==> src/hdl/pvc_pkg.sv <==
// Shared types, constants and helpers of the per-server window controller.
`timescale 1ns / 1ps

package pvc_pkg;

    // Table geometry
    localparam int SERVER_COUNT = 16;
    localparam int SRV_IDX_W    = (SERVER_COUNT > 1) ? $clog2(SERVER_COUNT) : 1;

    // Field widths
    localparam int SERVER_W = 4;
    localparam int QLEN_W   = 16;
    localparam int FIX_W    = 32;
    localparam int CNT_W    = 16;
    localparam int EXT_W    = (SRV_IDX_W > SERVER_W) ? SRV_IDX_W : SERVER_W;

    // Stream word layout
    localparam int IN_DATA_W  = 24;
    localparam int IN_USER_W  = 1;
    localparam int RES_W      = SERVER_W + 2 * FIX_W + CNT_W;
    localparam int OUT_DATA_W = ((RES_W + 7) / 8) * 8;
    localparam int OUT_PAD_W  = OUT_DATA_W - RES_W;

    // Configuration port
    localparam int CFG_IDX_W = 1;
    localparam logic [CFG_IDX_W-1:0] REG_HIGH = 1'b0;
    localparam logic [CFG_IDX_W-1:0] REG_LOW  = 1'b1;

    // Event kinds
    localparam logic OP_DISPATCH = 1'b0;
    localparam logic OP_RESPONSE = 1'b1;

    // Q16.16 constants
    localparam logic [FIX_W-1:0] WINDOW_RESET = 32'd262144;
    localparam logic [FIX_W-1:0] STEP_DOWN    = 32'd13107;
    localparam logic [FIX_W-1:0] FLOOR_TEST   = 32'd65543;
    localparam logic [FIX_W-1:0] FLOOR_VALUE  = 32'd65602;
    localparam logic [FIX_W-1:0] HIGH_RESET   = 32'd131072;
    localparam logic [FIX_W-1:0] LOW_RESET    = 32'd65536;
    localparam logic [FIX_W-1:0] FIX_MAX      = 32'hFFFF_FFFF;
    localparam logic [CNT_W-1:0] INFLIGHT_MAX = 16'hFFFF;

    // Divide-by-five accumulator, four quotient bits per cycle
    localparam int ACC_W       = 36;
    localparam int DIV5_DIGITS = ACC_W / 4;
    localparam int DIV5_CNT_W  = $clog2(DIV5_DIGITS + 1);

    // Serial divider for 2^32 / (5 * window)
    localparam int DIV_NUM_W = 33;
    localparam int DIV_DEN_W = 35;
    localparam int DIV_CNT_W = $clog2(DIV_NUM_W + 1);

    // Command queue
    localparam int FIFO_DEPTH = 2;
    localparam int FIFO_PTR_W = (FIFO_DEPTH > 1) ? $clog2(FIFO_DEPTH) : 1;
    localparam int FIFO_CNT_W = $clog2(FIFO_DEPTH + 1);

    // Classified event handed from front to back
    typedef struct packed {
        logic                 resp;
        logic                 in_range;
        logic [SERVER_W-1:0]  server;
        logic [SRV_IDX_W-1:0] idx;
        logic [QLEN_W-1:0]    qlen;
    } t_cmd;

    // Result word, server in the lowest bits
    typedef struct packed {
        logic [CNT_W-1:0]    outstanding;
        logic [FIX_W-1:0]    smoothed;
        logic [FIX_W-1:0]    window;
        logic [SERVER_W-1:0] server;
    } t_result;

    // Threshold registers
    typedef struct packed {
        logic [FIX_W-1:0] high;
        logic [FIX_W-1:0] low;
    } t_cfg;

    // Four steps of long division by five: returns {remainder, quotient nibble}
    function automatic logic [6:0] div5_step(input logic [2:0] rem, input logic [3:0] bits);
        logic [3:0] r;
        logic [3:0] q;
        r = {1'b0, rem};
        q = '0;
        for (int k = 3; k >= 0; k--) begin
            r = {r[2:0], bits[k]};
            if (r >= 4'd5) begin
                r    = r - 4'd5;
                q[k] = 1'b1;
            end
        end
        return {r[2:0], q};
    endfunction

endpackage

==> src/hdl/per_server_window_controller.sv <==
// Top level: threshold registers, front stage, command queue and execution engine.
`timescale 1ns / 1ps

// Per-server congestion window controller.
// Input stream (s_axis): one word per event; tuser is the event kind
// (0 request dispatched, 1 response received), tdata carries the server
// index and the reported queue length. Output stream (m_axis): one word per
// event with the server index, its updated window, smoothed queue level and
// in-flight count. Config channel: index 0 writes the high threshold,
// index 1 the low threshold; always ready, write only while idle.
// Path: a word goes through the front register and the queue into the
// engine. A dispatch or an out-of-range server goes straight to the result
// register. A response first updates the average through the divide-by-five
// unit; a step down or a hold then writes the window, a shrink goes through
// that unit once more and the growth term through the serial divider. One
// event is worked at a time: the engine takes no new event until the result
// of the last one is loaded into the result register.
// Reset (synchronous, active low) sets every window to 4.0, averages and
// counts to zero and the thresholds to 2.0 and 1.0.
// A stalled receiver holds the result word; the engine waits with the next
// result, and the queue and front register keep taking up to three words.
module per_server_window_controller (
    input  logic                           i_clk,
    input  logic                           i_rst_n,
    // Event input
    input  logic                           s_axis_tvalid,
    output logic                           s_axis_tready,
    // tdata: server[3:0], queue_len[19:4], zero pad[23:20]
    input  logic [pvc_pkg::IN_DATA_W-1:0]  s_axis_tdata,
    // tuser: opcode[0]
    input  logic [pvc_pkg::IN_USER_W-1:0]  s_axis_tuser,
    // Result output
    output logic                           m_axis_tvalid,
    input  logic                           m_axis_tready,
    // tdata: server_out[3:0], window[35:4], smoothed_queue[67:36],
    //        outstanding[83:68], zero pad[87:84]
    output logic [pvc_pkg::OUT_DATA_W-1:0] m_axis_tdata,
    // Configuration write
    input  logic                           i_cfg_valid,
    output logic                           o_cfg_ready,
    input  logic [pvc_pkg::CFG_IDX_W-1:0]  i_cfg_index,
    input  logic [pvc_pkg::FIX_W-1:0]      i_cfg_data
);
    import pvc_pkg::*;

    t_cfg    r_cfg;
    logic    push;
    logic    full;
    logic    cmd_valid;
    logic    pop;
    t_cmd    front_cmd;
    t_cmd    head_cmd;
    t_result result;

    // Threshold registers
    assign o_cfg_ready = 1'b1;

    always_ff @(posedge i_clk) begin
        if (!i_rst_n) begin
            r_cfg.high <= HIGH_RESET;
            r_cfg.low  <= LOW_RESET;
        end else if (i_cfg_valid) begin
            case (i_cfg_index)
                REG_HIGH: r_cfg.high <= i_cfg_data;
                REG_LOW:  r_cfg.low  <= i_cfg_data;
                default:  r_cfg      <= r_cfg;
            endcase
        end
    end

    pvc_front u_front (
        .i_clk   (i_clk),
        .i_rst_n (i_rst_n),
        .i_valid (s_axis_tvalid),
        .o_ready (s_axis_tready),
        .i_data  (s_axis_tdata),
        .i_user  (s_axis_tuser),
        .o_push  (push),
        .o_cmd   (front_cmd),
        .i_full  (full)
    );

    pvc_fifo u_fifo (
        .i_clk   (i_clk),
        .i_rst_n (i_rst_n),
        .i_push  (push),
        .i_data  (front_cmd),
        .o_full  (full),
        .i_pop   (pop),
        .o_valid (cmd_valid),
        .o_data  (head_cmd)
    );

    pvc_back u_back (
        .i_clk       (i_clk),
        .i_rst_n     (i_rst_n),
        .i_cmd_valid (cmd_valid),
        .i_cmd       (head_cmd),
        .o_pop       (pop),
        .i_cfg       (r_cfg),
        .o_valid     (m_axis_tvalid),
        .i_ready     (m_axis_tready),
        .o_result    (result)
    );

    assign m_axis_tdata = {{OUT_PAD_W{1'b0}}, result};

endmodule

==> src/hdl/pvc_div.sv <==
// Restoring serial divider, one quotient bit per cycle.
`timescale 1ns / 1ps

module pvc_div (
    input  logic                          i_clk,
    input  logic                          i_rst_n,
    input  logic                          i_start,
    input  logic [pvc_pkg::DIV_NUM_W-1:0] i_num,
    input  logic [pvc_pkg::DIV_DEN_W-1:0] i_den,
    output logic                          o_done,
    output logic [pvc_pkg::DIV_NUM_W-1:0] o_quo
);
    import pvc_pkg::*;

    logic                 r_busy;
    logic                 r_done;
    logic [DIV_CNT_W-1:0] r_cnt;
    logic [DIV_NUM_W-1:0] r_num;
    logic [DIV_NUM_W-1:0] r_quo;
    logic [DIV_DEN_W-1:0] r_den;
    logic [DIV_DEN_W-1:0] r_rem;

    logic [DIV_DEN_W:0]   trial;
    logic [DIV_DEN_W:0]   diff;
    logic                 ge;
    logic [DIV_DEN_W-1:0] n_rem;

    // Trial subtract of the shifted remainder
    assign trial = {r_rem, r_num[DIV_NUM_W-1]};
    assign diff  = trial - {1'b0, r_den};
    assign ge    = (trial >= {1'b0, r_den});
    assign n_rem = ge ? diff[DIV_DEN_W-1:0] : trial[DIV_DEN_W-1:0];

    always_ff @(posedge i_clk) begin
        if (!i_rst_n) begin
            r_busy <= 1'b0;
            r_done <= 1'b0;
            r_cnt  <= '0;
        end else begin
            r_done <= 1'b0;
            if (i_start) begin
                r_busy <= 1'b1;
                r_cnt  <= DIV_CNT_W'(DIV_NUM_W);
                r_num  <= i_num;
                r_den  <= i_den;
                r_rem  <= '0;
                r_quo  <= '0;
            end else if (r_busy) begin
                r_rem <= n_rem;
                r_num <= {r_num[DIV_NUM_W-2:0], 1'b0};
                r_quo <= {r_quo[DIV_NUM_W-2:0], ge};
                r_cnt <= r_cnt - 1'b1;
                if (r_cnt == DIV_CNT_W'(1)) begin
                    r_busy <= 1'b0;
                    r_done <= 1'b1;
                end
            end
        end
    end

    assign o_done = r_done;
    assign o_quo  = r_quo;

endmodule

==> src/hdl/pvc_fifo.sv <==
// Short command queue between the front and the back.
`timescale 1ns / 1ps

module pvc_fifo (
    input  logic          i_clk,
    input  logic          i_rst_n,
    input  logic          i_push,
    input  pvc_pkg::t_cmd i_data,
    output logic          o_full,
    input  logic          i_pop,
    output logic          o_valid,
    output pvc_pkg::t_cmd o_data
);
    import pvc_pkg::*;

    t_cmd                  r_mem [FIFO_DEPTH];
    logic [FIFO_PTR_W-1:0] r_wptr;
    logic [FIFO_PTR_W-1:0] r_rptr;
    logic [FIFO_CNT_W-1:0] r_count;

    logic do_push;
    logic do_pop;

    assign o_full  = (r_count == FIFO_CNT_W'(FIFO_DEPTH));
    assign o_valid = (r_count != '0);
    assign do_push = i_push && !o_full;
    assign do_pop  = i_pop && o_valid;
    assign o_data  = r_mem[r_rptr];

    function automatic logic [FIFO_PTR_W-1:0] wrap_inc(input logic [FIFO_PTR_W-1:0] p);
        return (p == FIFO_PTR_W'(FIFO_DEPTH - 1)) ? '0 : p + 1'b1;
    endfunction

    always_ff @(posedge i_clk) begin
        if (!i_rst_n) begin
            r_wptr  <= '0;
            r_rptr  <= '0;
            r_count <= '0;
        end else begin
            if (do_push) begin
                r_mem[r_wptr] <= i_data;
                r_wptr        <= wrap_inc(r_wptr);
            end
            if (do_pop) begin
                r_rptr <= wrap_inc(r_rptr);
            end
            case ({do_push, do_pop})
                2'b10:   r_count <= r_count + 1'b1;
                2'b01:   r_count <= r_count - 1'b1;
                default: r_count <= r_count;
            endcase
        end
    end

endmodule

==> src/hdl/pvc_front.sv <==
// Input stage: takes event words, classifies them and queues commands.
`timescale 1ns / 1ps

module pvc_front (
    input  logic                          i_clk,
    input  logic                          i_rst_n,
    input  logic                          i_valid,
    output logic                          o_ready,
    input  logic [pvc_pkg::IN_DATA_W-1:0] i_data,
    input  logic [pvc_pkg::IN_USER_W-1:0] i_user,
    output logic                          o_push,
    output pvc_pkg::t_cmd                 o_cmd,
    input  logic                          i_full
);
    import pvc_pkg::*;

    logic                r_valid;
    t_cmd                r_cmd;
    t_cmd                n_cmd;
    logic [SERVER_W-1:0] server;
    logic [EXT_W-1:0]    srv_ext;

    // Unpack and classify the incoming word
    assign server  = i_data[SERVER_W-1:0];
    assign srv_ext = EXT_W'(server);

    always_comb begin
        n_cmd          = '0;
        n_cmd.resp     = (i_user[0] == OP_RESPONSE);
        n_cmd.in_range = (int'(server) < SERVER_COUNT);
        n_cmd.server   = server;
        n_cmd.idx      = srv_ext[SRV_IDX_W-1:0];
        n_cmd.qlen     = i_data[SERVER_W +: QLEN_W];
    end

    assign o_ready = !r_valid || !i_full;
    assign o_push  = r_valid && !i_full;
    assign o_cmd   = r_cmd;

    // One holding register in front of the queue
    always_ff @(posedge i_clk) begin
        if (!i_rst_n) begin
            r_valid <= 1'b0;
        end else begin
            if (i_valid && o_ready) begin
                r_valid <= 1'b1;
                r_cmd   <= n_cmd;
            end else if (o_push) begin
                r_valid <= 1'b0;
            end
        end
    end

endmodule

==> src/hdl/pvc_back.sv <==
// Execution engine: per-server tables, average and window update, result register.
`timescale 1ns / 1ps

module pvc_back (
    input  logic             i_clk,
    input  logic             i_rst_n,
    input  logic             i_cmd_valid,
    input  pvc_pkg::t_cmd    i_cmd,
    output logic             o_pop,
    input  pvc_pkg::t_cfg    i_cfg,
    output logic             o_valid,
    input  logic             i_ready,
    output pvc_pkg::t_result o_result
);
    import pvc_pkg::*;

    typedef enum logic [2:0] {
        S_IDLE,
        S_DIV5,
        S_CLASS,
        S_WDIV,
        S_FLOOR,
        S_OUT
    } t_state;

    t_state r_state;

    // Per-server tables
    logic [FIX_W-1:0] r_win_tab [SERVER_COUNT];
    logic [FIX_W-1:0] r_avg_tab [SERVER_COUNT];
    logic [CNT_W-1:0] r_cnt_tab [SERVER_COUNT];

    // Working registers of the current event
    logic [SRV_IDX_W-1:0]  r_idx;
    logic [SERVER_W-1:0]   r_server;
    logic [FIX_W-1:0]      r_w;
    logic [FIX_W-1:0]      r_avg;
    logic [CNT_W-1:0]      r_cnt;
    logic [FIX_W-1:0]      r_nw;
    logic                  r_dec;
    logic [ACC_W-1:0]      r_acc;
    logic [ACC_W-1:0]      r_d5_quo;
    logic [2:0]            r_d5_rem;
    logic [DIV5_CNT_W-1:0] r_d5_cnt;
    t_result               r_res;
    logic                  r_out_valid;
    t_result               r_out;

    // Table read of the queued command
    logic [FIX_W-1:0] tab_w;
    logic [FIX_W-1:0] tab_avg;
    logic [CNT_W-1:0] tab_cnt;

    assign tab_w   = r_win_tab[i_cmd.idx];
    assign tab_avg = r_avg_tab[i_cmd.idx];
    assign tab_cnt = r_cnt_tab[i_cmd.idx];

    assign o_pop = (r_state == S_IDLE) && i_cmd_valid;

    // Result register load: empty or being drained this cycle
    logic out_load;

    assign out_load = (r_state == S_OUT) && (!r_out_valid || i_ready);

    // Divide-by-five digit step
    logic [6:0]       d5;
    logic [ACC_W-1:0] n_d5_quo;

    assign d5       = div5_step(r_d5_rem, r_acc[ACC_W-1 -: 4]);
    assign n_d5_quo = {r_d5_quo[ACC_W-5:0], d5[3:0]};

    // Window classification
    logic                 is_high;
    logic                 is_low;
    logic                 may_dec;
    logic [DIV_DEN_W-1:0] w_x5;
    logic [FIX_W-1:0]     w_down;

    assign is_high = (r_avg > i_cfg.high);
    assign is_low  = (r_avg <= i_cfg.low);
    assign may_dec = ({r_cnt, 16'b0} <= r_w);
    assign w_x5    = {1'b0, r_w, 2'b00} + {3'b000, r_w};
    assign w_down  = (r_w >= STEP_DOWN) ? (r_w - STEP_DOWN) : '0;

    // Growth step 2^32 / (5 * W)
    logic                 div_start;
    logic                 div_done;
    logic [DIV_NUM_W-1:0] div_quo;
    logic [FIX_W:0]       grow_sum;

    assign div_start = (r_state == S_CLASS) && !is_high && is_low && (r_w != '0);
    assign grow_sum  = {1'b0, r_w} + div_quo;

    pvc_div u_div (
        .i_clk   (i_clk),
        .i_rst_n (i_rst_n),
        .i_start (div_start),
        .i_num   ({1'b1, {(DIV_NUM_W - 1){1'b0}}}),
        .i_den   (w_x5),
        .o_done  (div_done),
        .o_quo   (div_quo)
    );

    // Floor, count decrement and count increment
    logic [FIX_W-1:0] nw_floor;
    logic [CNT_W-1:0] cnt_dec;
    logic [CNT_W-1:0] cnt_inc;

    assign nw_floor = (r_nw < FLOOR_TEST) ? FLOOR_VALUE : r_nw;
    assign cnt_dec  = (r_cnt != '0) ? (r_cnt - 1'b1) : r_cnt;
    assign cnt_inc  = (tab_cnt < INFLIGHT_MAX) ? (tab_cnt + 1'b1) : tab_cnt;

    always_ff @(posedge i_clk) begin
        if (!i_rst_n) begin
            r_state     <= S_IDLE;
            r_out_valid <= 1'b0;
            for (int i = 0; i < SERVER_COUNT; i++) begin
                r_win_tab[i] <= WINDOW_RESET;
                r_avg_tab[i] <= '0;
                r_cnt_tab[i] <= '0;
            end
        end else begin
            // Output register
            if (out_load) begin
                r_out_valid <= 1'b1;
                r_out       <= r_res;
            end else if (i_ready) begin
                r_out_valid <= 1'b0;
            end

            case (r_state)
                S_IDLE: begin
                    if (i_cmd_valid) begin
                        r_idx         <= i_cmd.idx;
                        r_server      <= i_cmd.server;
                        r_w           <= tab_w;
                        r_cnt         <= tab_cnt;
                        r_res.server  <= i_cmd.server;
                        if (!i_cmd.in_range) begin
                            r_res.window      <= '0;
                            r_res.smoothed    <= '0;
                            r_res.outstanding <= '0;
                            r_state           <= S_OUT;
                        end else if (!i_cmd.resp) begin
                            r_cnt_tab[i_cmd.idx] <= cnt_inc;
                            r_res.window         <= tab_w;
                            r_res.smoothed       <= tab_avg;
                            r_res.outstanding    <= cnt_inc;
                            r_state              <= S_OUT;
                        end else begin
                            // avg' = (4 * avg + q * 65536 + 2) / 5
                            r_acc    <= {2'b00, tab_avg, 2'b00}
                                        + {4'b0000, i_cmd.qlen, 16'b0} + ACC_W'(2);
                            r_d5_quo <= '0;
                            r_d5_rem <= '0;
                            r_d5_cnt <= DIV5_CNT_W'(DIV5_DIGITS);
                            r_dec    <= 1'b0;
                            r_state  <= S_DIV5;
                        end
                    end
                end

                S_DIV5: begin
                    r_acc    <= {r_acc[ACC_W-5:0], 4'b0000};
                    r_d5_quo <= n_d5_quo;
                    r_d5_rem <= d5[6:4];
                    r_d5_cnt <= r_d5_cnt - 1'b1;
                    if (r_d5_cnt == DIV5_CNT_W'(1)) begin
                        if (r_dec) begin
                            r_nw    <= n_d5_quo[FIX_W-1:0];
                            r_state <= S_FLOOR;
                        end else begin
                            r_avg   <= n_d5_quo[FIX_W-1:0];
                            r_state <= S_CLASS;
                        end
                    end
                end

                S_CLASS: begin
                    if (is_high) begin
                        if (may_dec) begin
                            // W' = (4 * W + 2) / 5
                            r_acc    <= {2'b00, r_w, 2'b00} + ACC_W'(2);
                            r_d5_quo <= '0;
                            r_d5_rem <= '0;
                            r_d5_cnt <= DIV5_CNT_W'(DIV5_DIGITS);
                            r_dec    <= 1'b1;
                            r_state  <= S_DIV5;
                        end else begin
                            r_nw    <= r_w;
                            r_state <= S_FLOOR;
                        end
                    end else if (is_low) begin
                        if (r_w == '0) begin
                            r_nw    <= FIX_MAX;
                            r_state <= S_FLOOR;
                        end else begin
                            r_state <= S_WDIV;
                        end
                    end else begin
                        r_nw    <= w_down;
                        r_state <= S_FLOOR;
                    end
                end

                S_WDIV: begin
                    if (div_done) begin
                        r_nw    <= grow_sum[FIX_W] ? FIX_MAX : grow_sum[FIX_W-1:0];
                        r_state <= S_FLOOR;
                    end
                end

                S_FLOOR: begin
                    r_win_tab[r_idx]  <= nw_floor;
                    r_avg_tab[r_idx]  <= r_avg;
                    r_cnt_tab[r_idx]  <= cnt_dec;
                    r_res.server      <= r_server;
                    r_res.window      <= nw_floor;
                    r_res.smoothed    <= r_avg;
                    r_res.outstanding <= cnt_dec;
                    r_state           <= S_OUT;
                end

                S_OUT: begin
                    if (out_load) begin
                        r_state <= S_IDLE;
                    end
                end

                default: r_state <= S_IDLE;
            endcase
        end
    end

    assign o_valid  = r_out_valid;
    assign o_result = r_out;

endmodule

==> config.mk <==
export PLATFORM = sky130hd
export DESIGN_NAME = per_server_window_controller
export DESIGN_NICKNAME = d
export VERILOG_FILES = /design/src/hdl/pvc_pkg.sv /design/src/hdl/per_server_window_controller.sv /design/src/hdl/pvc_div.sv /design/src/hdl/pvc_fifo.sv /design/src/hdl/pvc_front.sv /design/src/hdl/pvc_back.sv
export SDC_FILE = /design/constraint.sdc
export NUM_CORES = 2
export LEC_CHECK = 0
export BUFFER_PORTS_ARGS = -buffer_cell sky130_fd_sc_hd__buf_2
export CORE_ASPECT_RATIO = 0.7
export CORE_MARGIN = 5
export CORE_UTILIZATION = 45
export CTS_CLUSTER_SIZE = 16
export DETAILED_ROUTE_END_ITERATION = 8
export SYNTH_ARGS = -nofsm -noshare
export SYNTH_HDL_FRONTEND = slang
export SYNTH_HIERARCHICAL = 1
export SYNTH_SLANG_ARGS = --single-unit
==> constraint.sdc <==
create_clock -name i_clk -period 7.6 [get_ports i_clk]
set_clock_uncertainty 0.05 [all_clocks]
set_input_delay 0.76 -clock i_clk [delete_from_list [all_inputs] [get_ports i_clk]]
set_output_delay 0.76 -clock i_clk [all_outputs]
set_load 0.01 [all_outputs]
==> results.yml <==
status:
  status: "completed"
drt:
  dr_total_vias: 56400
  drt-total-wl_um: 266000
  drc: 0
  drt-initial-drc-count: 7655
  post_drt_wl_per_cell_um: 28.4
  first_pass_iters: 6
  antenna_left: 0
  detail_route.vias_per_cell: 6.01
cts:
  cts_buffers: 195
  cts_tree: "done"
  ctsHoldBuffers: 11
  clock-sinks: 1930
  clk_latency_ns: 0.84
  post_cts_buffers: 0
  cts_resized: 0
  root_buffer: "clkbuf_16"
  htreeDepth: 4
  clockBufferDepth: 4
  clkTransAtPathRegs_ns: 0.06
floorplanning:
  die_x_um: 546
  die_y_um: 385
  io_pins: 154
  core_mm2: 0.200
  die-area_mm2: 0.211
  rows: 137
  start_util_pct: 45.4
placed_design:
  dp.cells: 9020
  numPortBuffers: 144
  globalplace.congestion: 0.916
  hpwlAfterDp_um: 166000
grt:
  grt_overflow_total: 0
  antenna_found_initial: 22
  grt_pass1_wl_um: 384000
  grt_max_degree: 100
  track_usage_pct: 24.9
  grt_pass1_vias: 54300
sta:
  setup_tns_ns: 0
  relSlewSlack_pct: 11.2
  fin_crit_sh_pct: 76.5
  rsz0062_at_grt: "false"
  period_needed_ns: 5.82
  setup_viol: 0
  fmax_mhz: 172
  hold_viol_final: 0
  worstMarginPinSlew_ns: 1.33
  finalMaxSlewViolations: 0
synth:
  synthCells: 6491
  synth-edff-count: 1848
  ys_seq_area_share_pct: 63.1
  async_flop_share_pct: 0
  synth.avg_cell_area_um2: 14.0
  synth_cell_types: 95
  syn_area_mm2: 0.0906
  synth_seq_cells: 1930
  synthFlopType: "edfxtp_1"
  ys_warn_count: 6
final_layout:
  multiInputGateArea_mm2: 0.0313
  drive_above_1_share_pct: 16.5
  fin_nets: 6865
  fillCellCount: 16800
  syn_to_final_growth_pct: 10.9
  finalNonFillerCells: 9382
  regArea_mm2: 0.0571
setup_path:
  worstPathMaxFanout: 99
  crit_type: "reg2reg"
  cp.required_ns: 8.11
  arrival_ns: 6.33
  critPathCaptureType: "flop"
  start_kind: "flop"
power_and_ir_drop:
  p_per_area_mw_per_mm2: 262
  p_leak_nw: 36.1
  peakVddDrop_mv: 0.249
flow_run:
  drv_cap: 0
hold_path:
  hp-class: "in2reg"
## sequential cells by signal (all words and copies together) (netlist names), 33 cells and up, named ones only
signal / flops
u_back/r_avg_tab: 512
u_back/u_div/r_rem: 35
u_back/u_div/r_num: 33
u_fifo/r_mem: 52
r_cfg: 64
u_back/r_win_tab: 512
u_back/u_div/o_quo: 33
u_back/r_res: 84
u_back/o_result: 84
u_back/r_cnt_tab: 256
u_back/u_div/r_den: 35
u_back/r_acc: 35
## cell families (layout without fill, tap and decap cells)
kind of cell | Yosys count | count (layout) | synth area share, %
buffers and inverters | 619 | 827 | 2.93
other | 5 | 47 | 0.0207
flip-flops | 1930 | 1930 | 63.1
AND/OR/NAND/NOR | 2282 | 2282 | 12.6
XOR/XNOR | 125 | 125 | 1.21
adder cells (fa/ha/maj) | 215 | 215 | 3.00
AO/OA/AOI/OAI | 760 | 760 | 5.51
multiplexers | 555 | 555 | 11.6
## final cells by class
class,count,area share [%]
clock buffers,247,5.11
flip-flops and latches,1930,56.9
inverters,189,0.711
repair buffers,295,2.02
well taps,2641,3.29
multi-input cells,3976,31.2
diodes,8,0.0199
clock inverters,96,0.796
## path summary, 6_finish.rpt
| check | startpoint | end | slack, ns | cells past startpoint |
|---|---|---|---|---|
| min | s_axis_tdata[12] | u_front/o_cmd[8]$_DFFE_PP_ | 0.07 | 1 |
| max reg2reg | u_back/r_avg[7]$_DFFE_PP_ | u_back/u_div/r_rem[31]$_SDFFCE_PP0P_ | 1.78 | 14 |
| max | u_back/r_avg[7]$_DFFE_PP_ | u_back/u_div/r_rem[31]$_SDFFCE_PP0P_ | 1.78 | 14 |
| min reg2reg | u_back/r_res[33]$_DFFE_PP_ | u_back/o_result[33]$_DFFE_PP_ | 0.36 | 0 |
## stage by stage
step	area (µm²)	setup slack (ns)	hold WS (ns)	utilization (%)	total power (W)
after CTS	100000	1.94	0.00619	50.3	0.0264
after floorplan	90700	0.178	0.350	-	0.0156
after detailed placement	94400	1.93	0.355	47.3	0.0172
after global routing	100000	1.48	0.0187	50.3	0.0273
final	100000	1.78	0.0706	50.3	0.0264
after global placement	94400	1.91	0.355	47.3	0.0171
## layer usage
layer  vias to the layer above  share of wire (%)  GRT usage (%)
met5                         -             0.0090              0
met4                         4                2.2           5.31
li1                      24300                  -              -
met3                       337                 11           5.84
met2                      2953                 43           36.7
met1                     28900                 43           37.6
## synthesized netlist by cell type, types with 11 or more instances
cell type,number,area [µm²]
a21boi_0,11,82.6
and3_1,19,119
a21oi_1,167,836
clkbuf_1,318,1190
inv_1,185,694
o21ai_0,184,921
o21a_1,15,113
a21o_1,54,405
o31ai_1,18,135
buf_2,42,210
a31oi_1,24,150
a211oi_1,30,225
o211ai_1,31,233
mux4_2,391,8810
nor2b_1,56,350
xor2_1,48,420
edfxtp_1,1848,55500
nand3b_1,12,90.1
o21ai_1,14,70.1
dfxtp_1,82,1640
nand4_1,36,225
nand2b_1,38,238
a22oi_1,43,323
mux2_2,70,788
nor2_1,705,2650
or2_2,23,144
nor3_1,63,315
nand2_1,404,1520
nor4_1,21,131
a22o_1,46,403
buf_4,18,135
ha_1,211,2640
or4_1,12,90.1
or3_1,22,138
buf_1,33,124
and2_1,757,4740
o22ai_1,17,106
xnor2_1,77,674
nand3_1,85,425
mux2i_1,90,901
## report_power, final
part           switching, W  leakage (nW)  internal [W]  total (W)
combinational       0.00279          14.2       0.00142    0.00421
clock               0.00412          2.88       0.00514    0.00927
sequential         0.000389          19.0        0.0125     0.0129
total               0.00730          36.1        0.0190     0.0264
## worst max-delay path, stage by stage, from the launching register on
cell and delay (ns):
edfxtp_1 0.80, ha_1 0.39, a21oi_1 0.16, o21a_1 0.23, o211ai_1 0.15, a2111oi_0 0.92
o21ai_2 0.12, buf_4 0.28, o21bai_1 0.33, nor3_2 0.53, buf_12 0.48, inv_1 0.41
nand2_1 0.31, inv_1 0.09, a21o_1 0.16
## cell usage in the layout (no fill, tap or decap), types with 59 or more instances in the layout
master        n
edfxtp_1   1848
and2_1      755
nor2_1      689
mux4_2      391
nand2_1     386
ha_1        211
clkbuf_16   196
inv_1       184
o21ai_0     184
a21oi_1     167
buf_2       143
buf_4       129
mux2i_1      90
nand3_1      85
dfxtp_1      82
xnor2_1      77
mux2_2       67
nor3_1       59
Power figures use the tool's default switching activity.
